`src/sv/ptdrt_pkg.sv`:
```
// ----------------------------------------------------------------------------
// ptdrt_pkg: shared types and constants of the sound register translator
// Register offsets of the target sound unit, the word types passed between
// the stages, the period-to-frequency reciprocal and small mapping functions.
// ----------------------------------------------------------------------------
package ptdrt_pkg;

  // Source chip clock in Hz. The period scale is 2^22 over this clock for the
  // square channels and half of that for the wave channel.
  localparam longint unsigned SrcClkHz = 64'd3579545;
  localparam int unsigned     PeriodW  = 10;
  localparam int unsigned     QuotW    = 11;
  localparam int unsigned     FreqW    = 12;

  // floor(n * 2^22 / SrcClkHz) == (n * RecipMul) >> RecipShift for every
  // 10-bit n: the rounding error of the ceiling stays below 1 / SrcClkHz.
  localparam int unsigned     RecipShift = 32;
  localparam int unsigned     RecipW     = 33;
  localparam logic [RecipW-1:0] RecipMul =
    RecipW'(((64'd1 << (22 + RecipShift)) + SrcClkHz - 64'd1) / SrcClkHz);
  localparam int unsigned     ProdW      = RecipW + PeriodW;

  // Target register offsets
  localparam logic [4:0] OffSq1Env     = 5'h02;
  localparam logic [4:0] OffSq1FreqLo  = 5'h03;
  localparam logic [4:0] OffSq1FreqHi  = 5'h04;
  localparam logic [4:0] OffSq2Env     = 5'h07;
  localparam logic [4:0] OffSq2FreqLo  = 5'h08;
  localparam logic [4:0] OffSq2FreqHi  = 5'h09;
  localparam logic [4:0] OffWaveLevel  = 5'h0C;
  localparam logic [4:0] OffWaveFreqLo = 5'h0D;
  localparam logic [4:0] OffWaveFreqHi = 5'h0E;
  localparam logic [4:0] OffNoiseEnv   = 5'h11;
  localparam logic [4:0] OffNoisePoly  = 5'h12;
  localparam logic [4:0] OffNoiseCtrl  = 5'h13;
  localparam logic [4:0] OffLast       = 5'h16;

  localparam logic [7:0] TriggerBit = 8'h80;
  localparam logic [7:0] EnvUpBit   = 8'h08;

  localparam logic [1:0] ChSq1   = 2'd0;
  localparam logic [1:0] ChSq2   = 2'd1;
  localparam logic [1:0] ChWave  = 2'd2;
  localparam logic [1:0] ChNoise = 2'd3;

  typedef struct packed {
    logic [1:0]         ch;
    logic               is_vol;
    logic [PeriodW-1:0] period;
    logic [3:0]         att;
    logic [2:0]         noise;
  } job_t;

  typedef struct packed {
    logic [4:0] offset;
    logic [7:0] value;
  } wr_t;

  typedef wr_t wlist_t [3];

  function automatic logic [7:0] env_byte(input logic [3:0] att);
    logic [3:0] vol;
    vol = 4'hF - att;
    return {vol, 4'h0} | EnvUpBit;
  endfunction

  function automatic logic [7:0] wave_level(input logic [3:0] att);
    logic [7:0] lvl;
    priority if (att == 4'd15) lvl = 8'h00;
    else if (att >= 4'd10)     lvl = 8'h60;
    else if (att >= 4'd5)      lvl = 8'h40;
    else                       lvl = 8'h20;
    return lvl;
  endfunction

  function automatic logic [7:0] noise_poly(input logic [2:0] ctrl);
    logic [7:0] shift;
    logic [7:0] width;
    unique case (ctrl[1:0])
      2'd0:    shift = 8'h00;
      2'd1:    shift = 8'h30;
      2'd2:    shift = 8'h60;
      default: shift = 8'h40;
    endcase
    width = ctrl[2] ? 8'h00 : 8'h08;
    return shift | width;
  endfunction

endpackage

```
`src/sv/psg_to_dmg_register_translator.sv`:
```
// ----------------------------------------------------------------------------
// psg_to_dmg_register_translator: sound chip write translator
// Takes write bytes of a four-channel square/noise chip and emits the
// register writes of a handheld-style sound unit.
// ----------------------------------------------------------------------------
// Each accepted byte yields one to three output words (offset, value), the
// final one flagged by out_tlast. The channel state and the job register
// update at the accepting edge; the period scaling multiply then feeds the
// second stage register, and the write list builder feeds the word list
// register that drives the output. Words leave at one per cycle while
// out_tready is high; bytes are taken while earlier words drain.
module psg_to_dmg_register_translator
  import ptdrt_pkg::*;
(
  input  logic        clk,
  input  logic        rst_n,
  input  logic        in_tvalid,
  output logic        in_tready,
  input  logic [7:0]  in_tdata,   // [7:0] psg_byte
  output logic        out_tvalid,
  input  logic        out_tready,
  output logic [15:0] out_tdata,  // [4:0] reg_offset, [12:5] reg_value, [15:13] zero
  output logic        out_tlast
);

  logic             in_fire, out_fire, out_done;
  logic             wl_free, s2_free;

  logic             s1_vld_r, s1_vld_nxt;
  job_t             s1_job_r;
  job_t             dec_job;

  logic             s2_vld_r, s2_vld_nxt;
  job_t             s2_job_r;
  logic [QuotW-1:0] s2_quot_r;
  logic [ProdW-1:0] prod;

  logic             wl_vld_r, wl_vld_nxt;
  wlist_t           wl_r;
  wlist_t           enc_list;
  logic [1:0]       enc_last;
  logic [1:0]       last_idx_r;
  logic [1:0]       idx_r, idx_nxt;

  assign out_fire = out_tvalid & out_tready;
  assign out_done = out_fire & out_tlast;
  assign wl_free  = !wl_vld_r | out_done;
  assign s2_free  = !s2_vld_r | wl_free;
  assign in_tready = !s1_vld_r | s2_free;
  assign in_fire  = in_tvalid & in_tready;

  ptdrt_decode u_decode (
    .clk      (clk),
    .rst_n    (rst_n),
    .en       (in_fire),
    .psg_byte (in_tdata),
    .job      (dec_job)
  );

  always_ff @(posedge clk) begin
    if (in_fire) s1_job_r <= dec_job;
  end

  // Scaled period: floor(n * 2^22 / source clock) by reciprocal multiply.
  assign prod = ProdW'(s1_job_r.period) * ProdW'(RecipMul);

  always_ff @(posedge clk) begin
    if (s2_free) begin
      s2_job_r  <= s1_job_r;
      s2_quot_r <= prod[RecipShift +: QuotW];
    end
  end

  ptdrt_encode u_encode (
    .job      (s2_job_r),
    .quot     (s2_quot_r),
    .wlist    (enc_list),
    .last_idx (enc_last)
  );

  always_ff @(posedge clk) begin
    if (wl_free) begin
      wl_r       <= enc_list;
      last_idx_r <= enc_last;
    end
  end

  always_comb begin
    s1_vld_nxt = s1_vld_r;
    if (in_fire)      s1_vld_nxt = 1'b1;
    else if (s2_free) s1_vld_nxt = 1'b0;

    s2_vld_nxt = s2_free ? s1_vld_r : s2_vld_r;
    wl_vld_nxt = wl_free ? s2_vld_r : wl_vld_r;

    idx_nxt = idx_r;
    if (wl_free)       idx_nxt = 2'd0;
    else if (out_fire) idx_nxt = idx_r + 2'd1;
  end

  always_ff @(posedge clk) begin
    if (!rst_n) begin
      s1_vld_r <= 1'b0;
      s2_vld_r <= 1'b0;
      wl_vld_r <= 1'b0;
      idx_r    <= 2'd0;
    end else begin
      s1_vld_r <= s1_vld_nxt;
      s2_vld_r <= s2_vld_nxt;
      wl_vld_r <= wl_vld_nxt;
      idx_r    <= idx_nxt;
    end
  end

  assign out_tvalid = wl_vld_r;
  assign out_tdata  = {3'b000, wl_r[idx_r].value, wl_r[idx_r].offset};
  assign out_tlast  = (idx_r == last_idx_r);

endmodule

```
`src/sv/ptdrt_decode.sv`:
```
// ----------------------------------------------------------------------------
// ptdrt_decode: latch and channel state of the source chip
// Holds the latched channel and type, the tone periods, the attenuations and
// the noise control, updates them on each accepted byte and presents the
// updated values of the addressed channel as a job.
// ----------------------------------------------------------------------------
module ptdrt_decode
  import ptdrt_pkg::*;
(
  input  logic       clk,
  input  logic       rst_n,
  input  logic       en,
  input  logic [7:0] psg_byte,
  output job_t       job
);

  logic [1:0]         lch_r, lch_nxt;
  logic               lvol_r, lvol_nxt;
  logic [PeriodW-1:0] period_r [3];
  logic [PeriodW-1:0] period_nxt [3];
  logic [3:0]         att_r [4];
  logic [3:0]         att_nxt [4];
  logic [2:0]         noise_r, noise_nxt;

  always_comb begin
    lch_nxt  = psg_byte[7] ? psg_byte[6:5] : lch_r;
    lvol_nxt = psg_byte[7] ? psg_byte[4]   : lvol_r;
    period_nxt = period_r;
    att_nxt    = att_r;
    noise_nxt  = noise_r;

    if (lvol_nxt) begin
      att_nxt[lch_nxt] = psg_byte[3:0];
    end else if (lch_nxt == ChNoise) begin
      noise_nxt = psg_byte[2:0];
    end else begin
      for (int i = 0; i < 3; i++) begin
        if (lch_nxt == 2'(i)) begin
          // A latch byte carries the low nibble, a data byte the upper six bits.
          if (psg_byte[7]) period_nxt[i][3:0] = psg_byte[3:0];
          else             period_nxt[i][9:4] = psg_byte[5:0];
        end
      end
    end

    job.ch     = lch_nxt;
    job.is_vol = lvol_nxt;
    job.att    = att_nxt[lch_nxt];
    job.noise  = noise_nxt;
    job.period = '0;
    for (int i = 0; i < 3; i++) begin
      if (lch_nxt == 2'(i)) job.period = period_nxt[i];
    end
  end

  always_ff @(posedge clk) begin
    if (!rst_n) begin
      lch_r   <= ChSq1;
      lvol_r  <= 1'b0;
      noise_r <= '0;
      for (int i = 0; i < 3; i++) period_r[i] <= '0;
      for (int i = 0; i < 4; i++) att_r[i] <= 4'hF;
    end else if (en) begin
      lch_r    <= lch_nxt;
      lvol_r   <= lvol_nxt;
      noise_r  <= noise_nxt;
      period_r <= period_nxt;
      att_r    <= att_nxt;
    end
  end

endmodule

```
`src/sv/ptdrt_encode.sv`:
```
// ----------------------------------------------------------------------------
// ptdrt_encode: target register write list builder
// Turns one job and its scaled period into the one to three register writes
// of the target sound unit, in order, with the index of the final write.
// ----------------------------------------------------------------------------
module ptdrt_encode
  import ptdrt_pkg::*;
(
  input  job_t             job,
  input  logic [QuotW-1:0] quot,
  output wlist_t           wlist,
  output logic [1:0]       last_idx
);

  logic [FreqW-1:0] f_sq;
  logic [FreqW-1:0] f_wave;
  logic [7:0]       env;
  logic [4:0]       base;

  // The quotient never exceeds 2047, so no clamp to zero is ever needed.
  always_comb begin
    if (job.period == '0) begin
      f_sq   = FreqW'(2047);
      f_wave = FreqW'(2047);
    end else begin
      f_sq   = FreqW'(2048) - {1'b0, quot};
      f_wave = FreqW'(2048) - {2'b00, quot[QuotW-1:1]};
    end
  end

  assign env  = env_byte(job.att);
  assign base = (job.ch == ChSq1) ? OffSq1Env : OffSq2Env;

  always_comb begin
    for (int i = 0; i < 3; i++) wlist[i] = '0;
    last_idx = 2'd0;
    unique case (job.ch)
      ChNoise: begin
        wlist[0] = '{offset: OffNoiseEnv,  value: env};
        wlist[1] = '{offset: OffNoisePoly, value: noise_poly(job.noise)};
        wlist[2] = '{offset: OffNoiseCtrl, value: TriggerBit};
        last_idx = 2'd2;
      end
      ChWave: begin
        if (job.is_vol) begin
          wlist[0] = '{offset: OffWaveLevel, value: wave_level(job.att)};
          last_idx = 2'd0;
        end else begin
          wlist[0] = '{offset: OffWaveFreqLo, value: f_wave[7:0]};
          wlist[1] = '{offset: OffWaveFreqHi, value: TriggerBit | {5'b0, f_wave[10:8]}};
          last_idx = 2'd1;
        end
      end
      default: begin
        // Both square channels share one layout, five registers apart.
        if (job.is_vol) wlist[0] = '{offset: base, value: env};
        else            wlist[0] = '{offset: base + 5'd1, value: f_sq[7:0]};
        wlist[1] = '{offset: base + 5'd2, value: TriggerBit | {5'b0, f_sq[10:8]}};
        last_idx = 2'd1;
      end
    endcase
  end

endmodule

```
`config.mk`:
```
export PLATFORM = sky130hd
export DESIGN_NAME = psg_to_dmg_register_translator
export DESIGN_NICKNAME = d
export VERILOG_FILES = /design/src/sv/ptdrt_pkg.sv /design/src/sv/psg_to_dmg_register_translator.sv /design/src/sv/ptdrt_decode.sv /design/src/sv/ptdrt_encode.sv
export SDC_FILE = /design/constraint.sdc
export NUM_CORES = 1
export LEC_CHECK = 0
export BUFFER_PORTS_ARGS = -buffer_cell sky130_fd_sc_hd__clkbuf_2
export CORE_MARGIN = 2
export CORE_UTILIZATION = 50
export DETAILED_ROUTE_END_ITERATION = 10
export PLACE_DENSITY = 0.66
export SLEW_MARGIN = 20
export SYNTH_ARGS = -nofsm -noshare
export SYNTH_HDL_FRONTEND = slang
export SYNTH_SLANG_ARGS = --single-unit
```
`constraint.sdc`:
```
create_clock -name clk -period 16.1 [get_ports clk]
set_input_delay 3.22 -clock clk [delete_from_list [all_inputs] [get_ports clk]]
set_output_delay 3.22 -clock clk [all_outputs]
set_load 0.05 [all_outputs]
```
==> impl_metrics.sql <==
INSERT INTO impl_metrics (metric_group, metric, value, unit) VALUES
('timing', 'fmax', '138', 'MHz'),
('timing', 'fin_clk_skew', '0.00913', 'ns'),
('clocking', 'max-clock-path-buffers', '2', ''),
('global_routing', 'first_global_vias', '7881', ''),
('timing', 'setup-tns-final', '0', 'ns'),
('placed_design', 'placed_cells', '1393', ''),
('die', 'design.die.area', '0.0237', 'mm²'),
('detailed_routing', 'drt.antenna.violating_nets', '0', ''),
('clocking', 'worst_skew_late_latency', '0.41', 'ns'),
('die', 'num_io_pins', '31', ''),
('timing', 'rsz0062_at_grt', 'false', ''),
('synth', 'syn_inst', '1116', ''),
('clocking', 'clkSinkCount', '133', ''),
('synth', 'postSynth.asyncResetShare', '0', '%'),
('die', 'die_span_x', '154', 'µm'),
('synth', 'synth.ff_latch_count', '133', ''),
('placed_design', 'finalWeightedCongestion', '0.873', ''),
('synth', 'synth-warning-count', '0', ''),
('synth', 'synth_edf_count', '76', ''),
('global_routing', 'globalRoute.totalOverflow', '0', ''),
('cells_and_area', 'post_route_cells_drive_above_1_share', '8.73', '%'),
('power', 'ir_worst_vdd', '126', 'µV'),
('cells_and_area', 'areaGrowthSynthToFinish', '8.53', '%'),
('die', 'core_region_area', '0.0220', 'mm²'),
('clocking', 'post_cts_resize_count', '0', ''),
('power', 'power-per-cell-area', '196', 'mW/mm²'),
('global_routing', 'track_usage', '21.1', '%'),
('worst_hold_path', 'hold_path.class', 'flip-flop to flip-flop', ''),
('synth', 'mappedNetlistArea', '0.0112', 'mm²'),
('detailed_routing', 'detail_route.wirelength.met1', '11.6', 'mm'),
('critical_path', 'endpoint_kind', 'primary output', ''),
('clocking', 'tritoncts', 'done', ''),
('timing', 'setup_violations', '0', ''),
('clocking', 'clkTransAtPathRegs', '0.06', 'ns'),
('timing', 'report.final.slew_viol_count', '0', ''),
('clocking', 'cts_root_buffer', 'sky130_fd_sc_hd__clkbuf_16', ''),
('detailed_routing', 'drt_pass1_iterations', '5', ''),
('detailed_routing', 'vias_per_cell', '5.51', ''),
('cells_and_area', 'nNetsFinal', '1361', ''),
('global_routing', 'antenna_found_initial', '0', ''),
('critical_path', 'critical_path.startpoint_type', 'input port', ''),
('synth', 'synth.distinct_cells', '68', ''),
('timing', 'slew_headroom', '33.8', '%'),
('power', 'power.leakage', '5.80', 'nW'),
('detailed_routing', 'via_count', '7845', ''),
('synth', 'synth.yosys.seq_area_share', '30.5', '%'),
('cells_and_area', 'layout.filler_cells', '1955', ''),
('critical_path', 'timing.critical_path.arrival', '4.04', 'ns'),
('outcome', 'outcome', 'finished clean', ''),
('placed_design', 'place_hpwl', '18.6', 'mm'),
('timing', 'timing.final.hold_violations', '0', ''),
('synth', 'syn-mean-instance-area', '10.1', 'µm²'),
('die', 'initial_utilization', '51.1', '%'),
('critical_path', 'worst-endpoint-required', '12.88', 'ns'),
('timing', 'tightestPinTransition', '0.994', 'ns'),
('timing', 'final_min_period_over_clock_period', '45.1', '%'),
('detailed_routing', 'route.top_layer_used', 'met4', ''),
('synth', 'ys.flop_type', 'sky130_fd_sc_hd__edfxtp_1', ''),
('placed_design', 'place.port_buffers', '27', ''),
('critical_path', 'worst_path_maximum_fanout', '6', ''),
('critical_path', 'critPathKind', 'input port to primary output', ''),
('detailed_routing', 'met3WireLength', '824', 'µm'),
('cells_and_area', 'num_antenna_cells', '0', ''),
('detailed_routing', 'met2_wirelength', '11.0', 'mm'),
('cells_and_area', 'stdcell_count', '1425', ''),
('clocking', 'post_cts_setup_repair_buffer_count', '0', ''),
('global_routing', 'first_pass_grt_wire_length', '39.8', 'mm'),
('detailed_routing', 'first_iter_violations', '452', ''),
('clocking', 'cts_made_buffers', '17', ''),
('clocking', 'ctsHoldBuffers', '0', ''),
('clocking', 'ctsHtreeMaxLevel', '4', ''),
('timing', 'post-route-min-period', '7.26', 'ns'),
('detailed_routing', 'post-route-drc-count', '0', ''),
('die', 'die_height', '154', 'µm'),
('detailed_routing', 'wire_per_inst', '16.7', 'µm'),
('die', 'row_count', '54', ''),
('detailed_routing', 'detail_route.wirelength', '23.8', 'mm'),
('global_routing', 'grt_start_max_net_pins', '57', ''),
('flow_run', 'max-cap-violations', '0', '');
## state kept, by name, indices dropped and copies added (netlist names), 2 cells and up
register and count:
u_decode.lch_r 2, u_decode.period_r 30, u_decode.att_r 16, s2_quot_r 11
wl_r 24, s1_job_r 20, u_decode.noise_r 3, s2_job_r 20
idx_r 2
## synth_stat cells (30+ instances only)
master	instances	area, µm²
sky130_fd_sc_hd__dfxtp_1	57	1140
sky130_fd_sc_hd__inv_1	170	638
sky130_fd_sc_hd__nand2_1	74	278
sky130_fd_sc_hd__a21oi_1	54	270
sky130_fd_sc_hd__fa_1	96	1920
sky130_fd_sc_hd__nor2_1	62	233
sky130_fd_sc_hd__nor2b_1	40	250
sky130_fd_sc_hd__mux2i_1	64	641
sky130_fd_sc_hd__ha_1	121	1510
sky130_fd_sc_hd__nand3_1	30	150
sky130_fd_sc_hd__o21ai_0	50	250
sky130_fd_sc_hd__edfxtp_1	76	2280
## cells in the final DEF, fill, tap and decap left out, types with 7 or more instances in the layout
master,n
sky130_fd_sc_hd__a211oi_1,7
sky130_fd_sc_hd__a21o_1,14
sky130_fd_sc_hd__a21oi_1,54
sky130_fd_sc_hd__clkbuf_16,17
sky130_fd_sc_hd__clkbuf_2,27
sky130_fd_sc_hd__dfxtp_1,57
sky130_fd_sc_hd__edfxtp_1,76
sky130_fd_sc_hd__fa_1,96
sky130_fd_sc_hd__ha_1,121
sky130_fd_sc_hd__inv_1,170
sky130_fd_sc_hd__mux2i_1,64
sky130_fd_sc_hd__nand2_1,74
sky130_fd_sc_hd__nand3_1,30
sky130_fd_sc_hd__nand3_2,7
sky130_fd_sc_hd__nand4_1,8
sky130_fd_sc_hd__nor2_1,62
sky130_fd_sc_hd__nor2b_1,40
sky130_fd_sc_hd__nor3_1,11
sky130_fd_sc_hd__o21ai_0,50
sky130_fd_sc_hd__xnor2_1,10
sky130_fd_sc_hd__xor2_1,13
## worst max-delay path, stage by stage
cell and delay, ns:
sky130_fd_sc_hd__clkbuf_2 0.11, sky130_fd_sc_hd__a21boi_2 0.30, sky130_fd_sc_hd__nand3_1 0.15, sky130_fd_sc_hd__clkbuf_2 0.26
## final timing paths
| kind | startpoint | to | slack [ns] | cells past startpoint |
|---|---|---|---|---|
| min reg2reg | s1_job_r[19] | s2_job_r[19] | 0.42 | 0 |
| max reg2reg | s1_job_r[15] | s2_quot_r[9] | 10.23 | 17 |
| max | out_tready | in_tready | 8.84 | 4 |
| min | s1_job_r[19] | s2_job_r[19] | 0.42 | 0 |
## cells by family (layout without fill, tap and decap cells)
family,Yosys count,count (layout),synth area share [%]
flip-flops,133,133,30.5
other,1,3,0.0334
XOR/XNOR,23,23,1.79
AND/OR/NAND/NOR,270,270,12.1
adder cells (fa/ha/maj),217,217,30.6
multiplexers,72,72,6.63
buffers and inverters,208,235,7.29
AO/OA/AOI/OAI,192,192,11.1
## metrics by stage
stage               hold slack, ns  cell area [µm²]  setup WS, ns  util [%]  power, mW
floorplan                    0.400            11200          8.95         -       1.64
global placement             0.402            11600          8.88      52.8       1.95
detailed placement           0.405            11600          8.83      52.8       1.98
CTS                          0.418            12200          8.84      55.5       2.39
global route                 0.421            12200          8.73      55.5       2.62
finish                       0.417            12200          8.84      55.5       2.39
## layer usage
| layer | vias to the layer above | global-route usage, % |
|---|---|---|
| li1 | 3845 | - |
| met1 | 3804 | 30.1 |
| met2 | 163 | 33.4 |
| met3 | 33 | 3.44 |
| met4 | 0 | 6.23 |
| met5 | - | 0 |
## where the power goes
| part | internal (mW) | leakage (nW) | switching [mW] | total (mW) |
|---|---|---|---|---|
| Sequential | 0.427 | 1.27 | 0.0385 | 0.466 |
| Combinational | 0.598 | 4.25 | 0.926 | 1.52 |
| Clock | 0.246 | 0.278 | 0.150 | 0.396 |
| Total | 1.27 | 5.80 | 1.11 | 2.39 |
## final cells by class
type | instances | area (µm²) | share of cell area, %
flip-flops and latches | 133 | 3420 | 28.1
repair buffers | 32 | 173 | 1.42
inverters | 171 | 642 | 5.27
multi-input cells | 777 | 7000 | 57.4
clock inverters | 13 | 171 | 1.41
well taps | 280 | 350 | 2.87
clock buffers | 19 | 433 | 3.55
No activity file was read; power rests on OpenSTA's default activity.
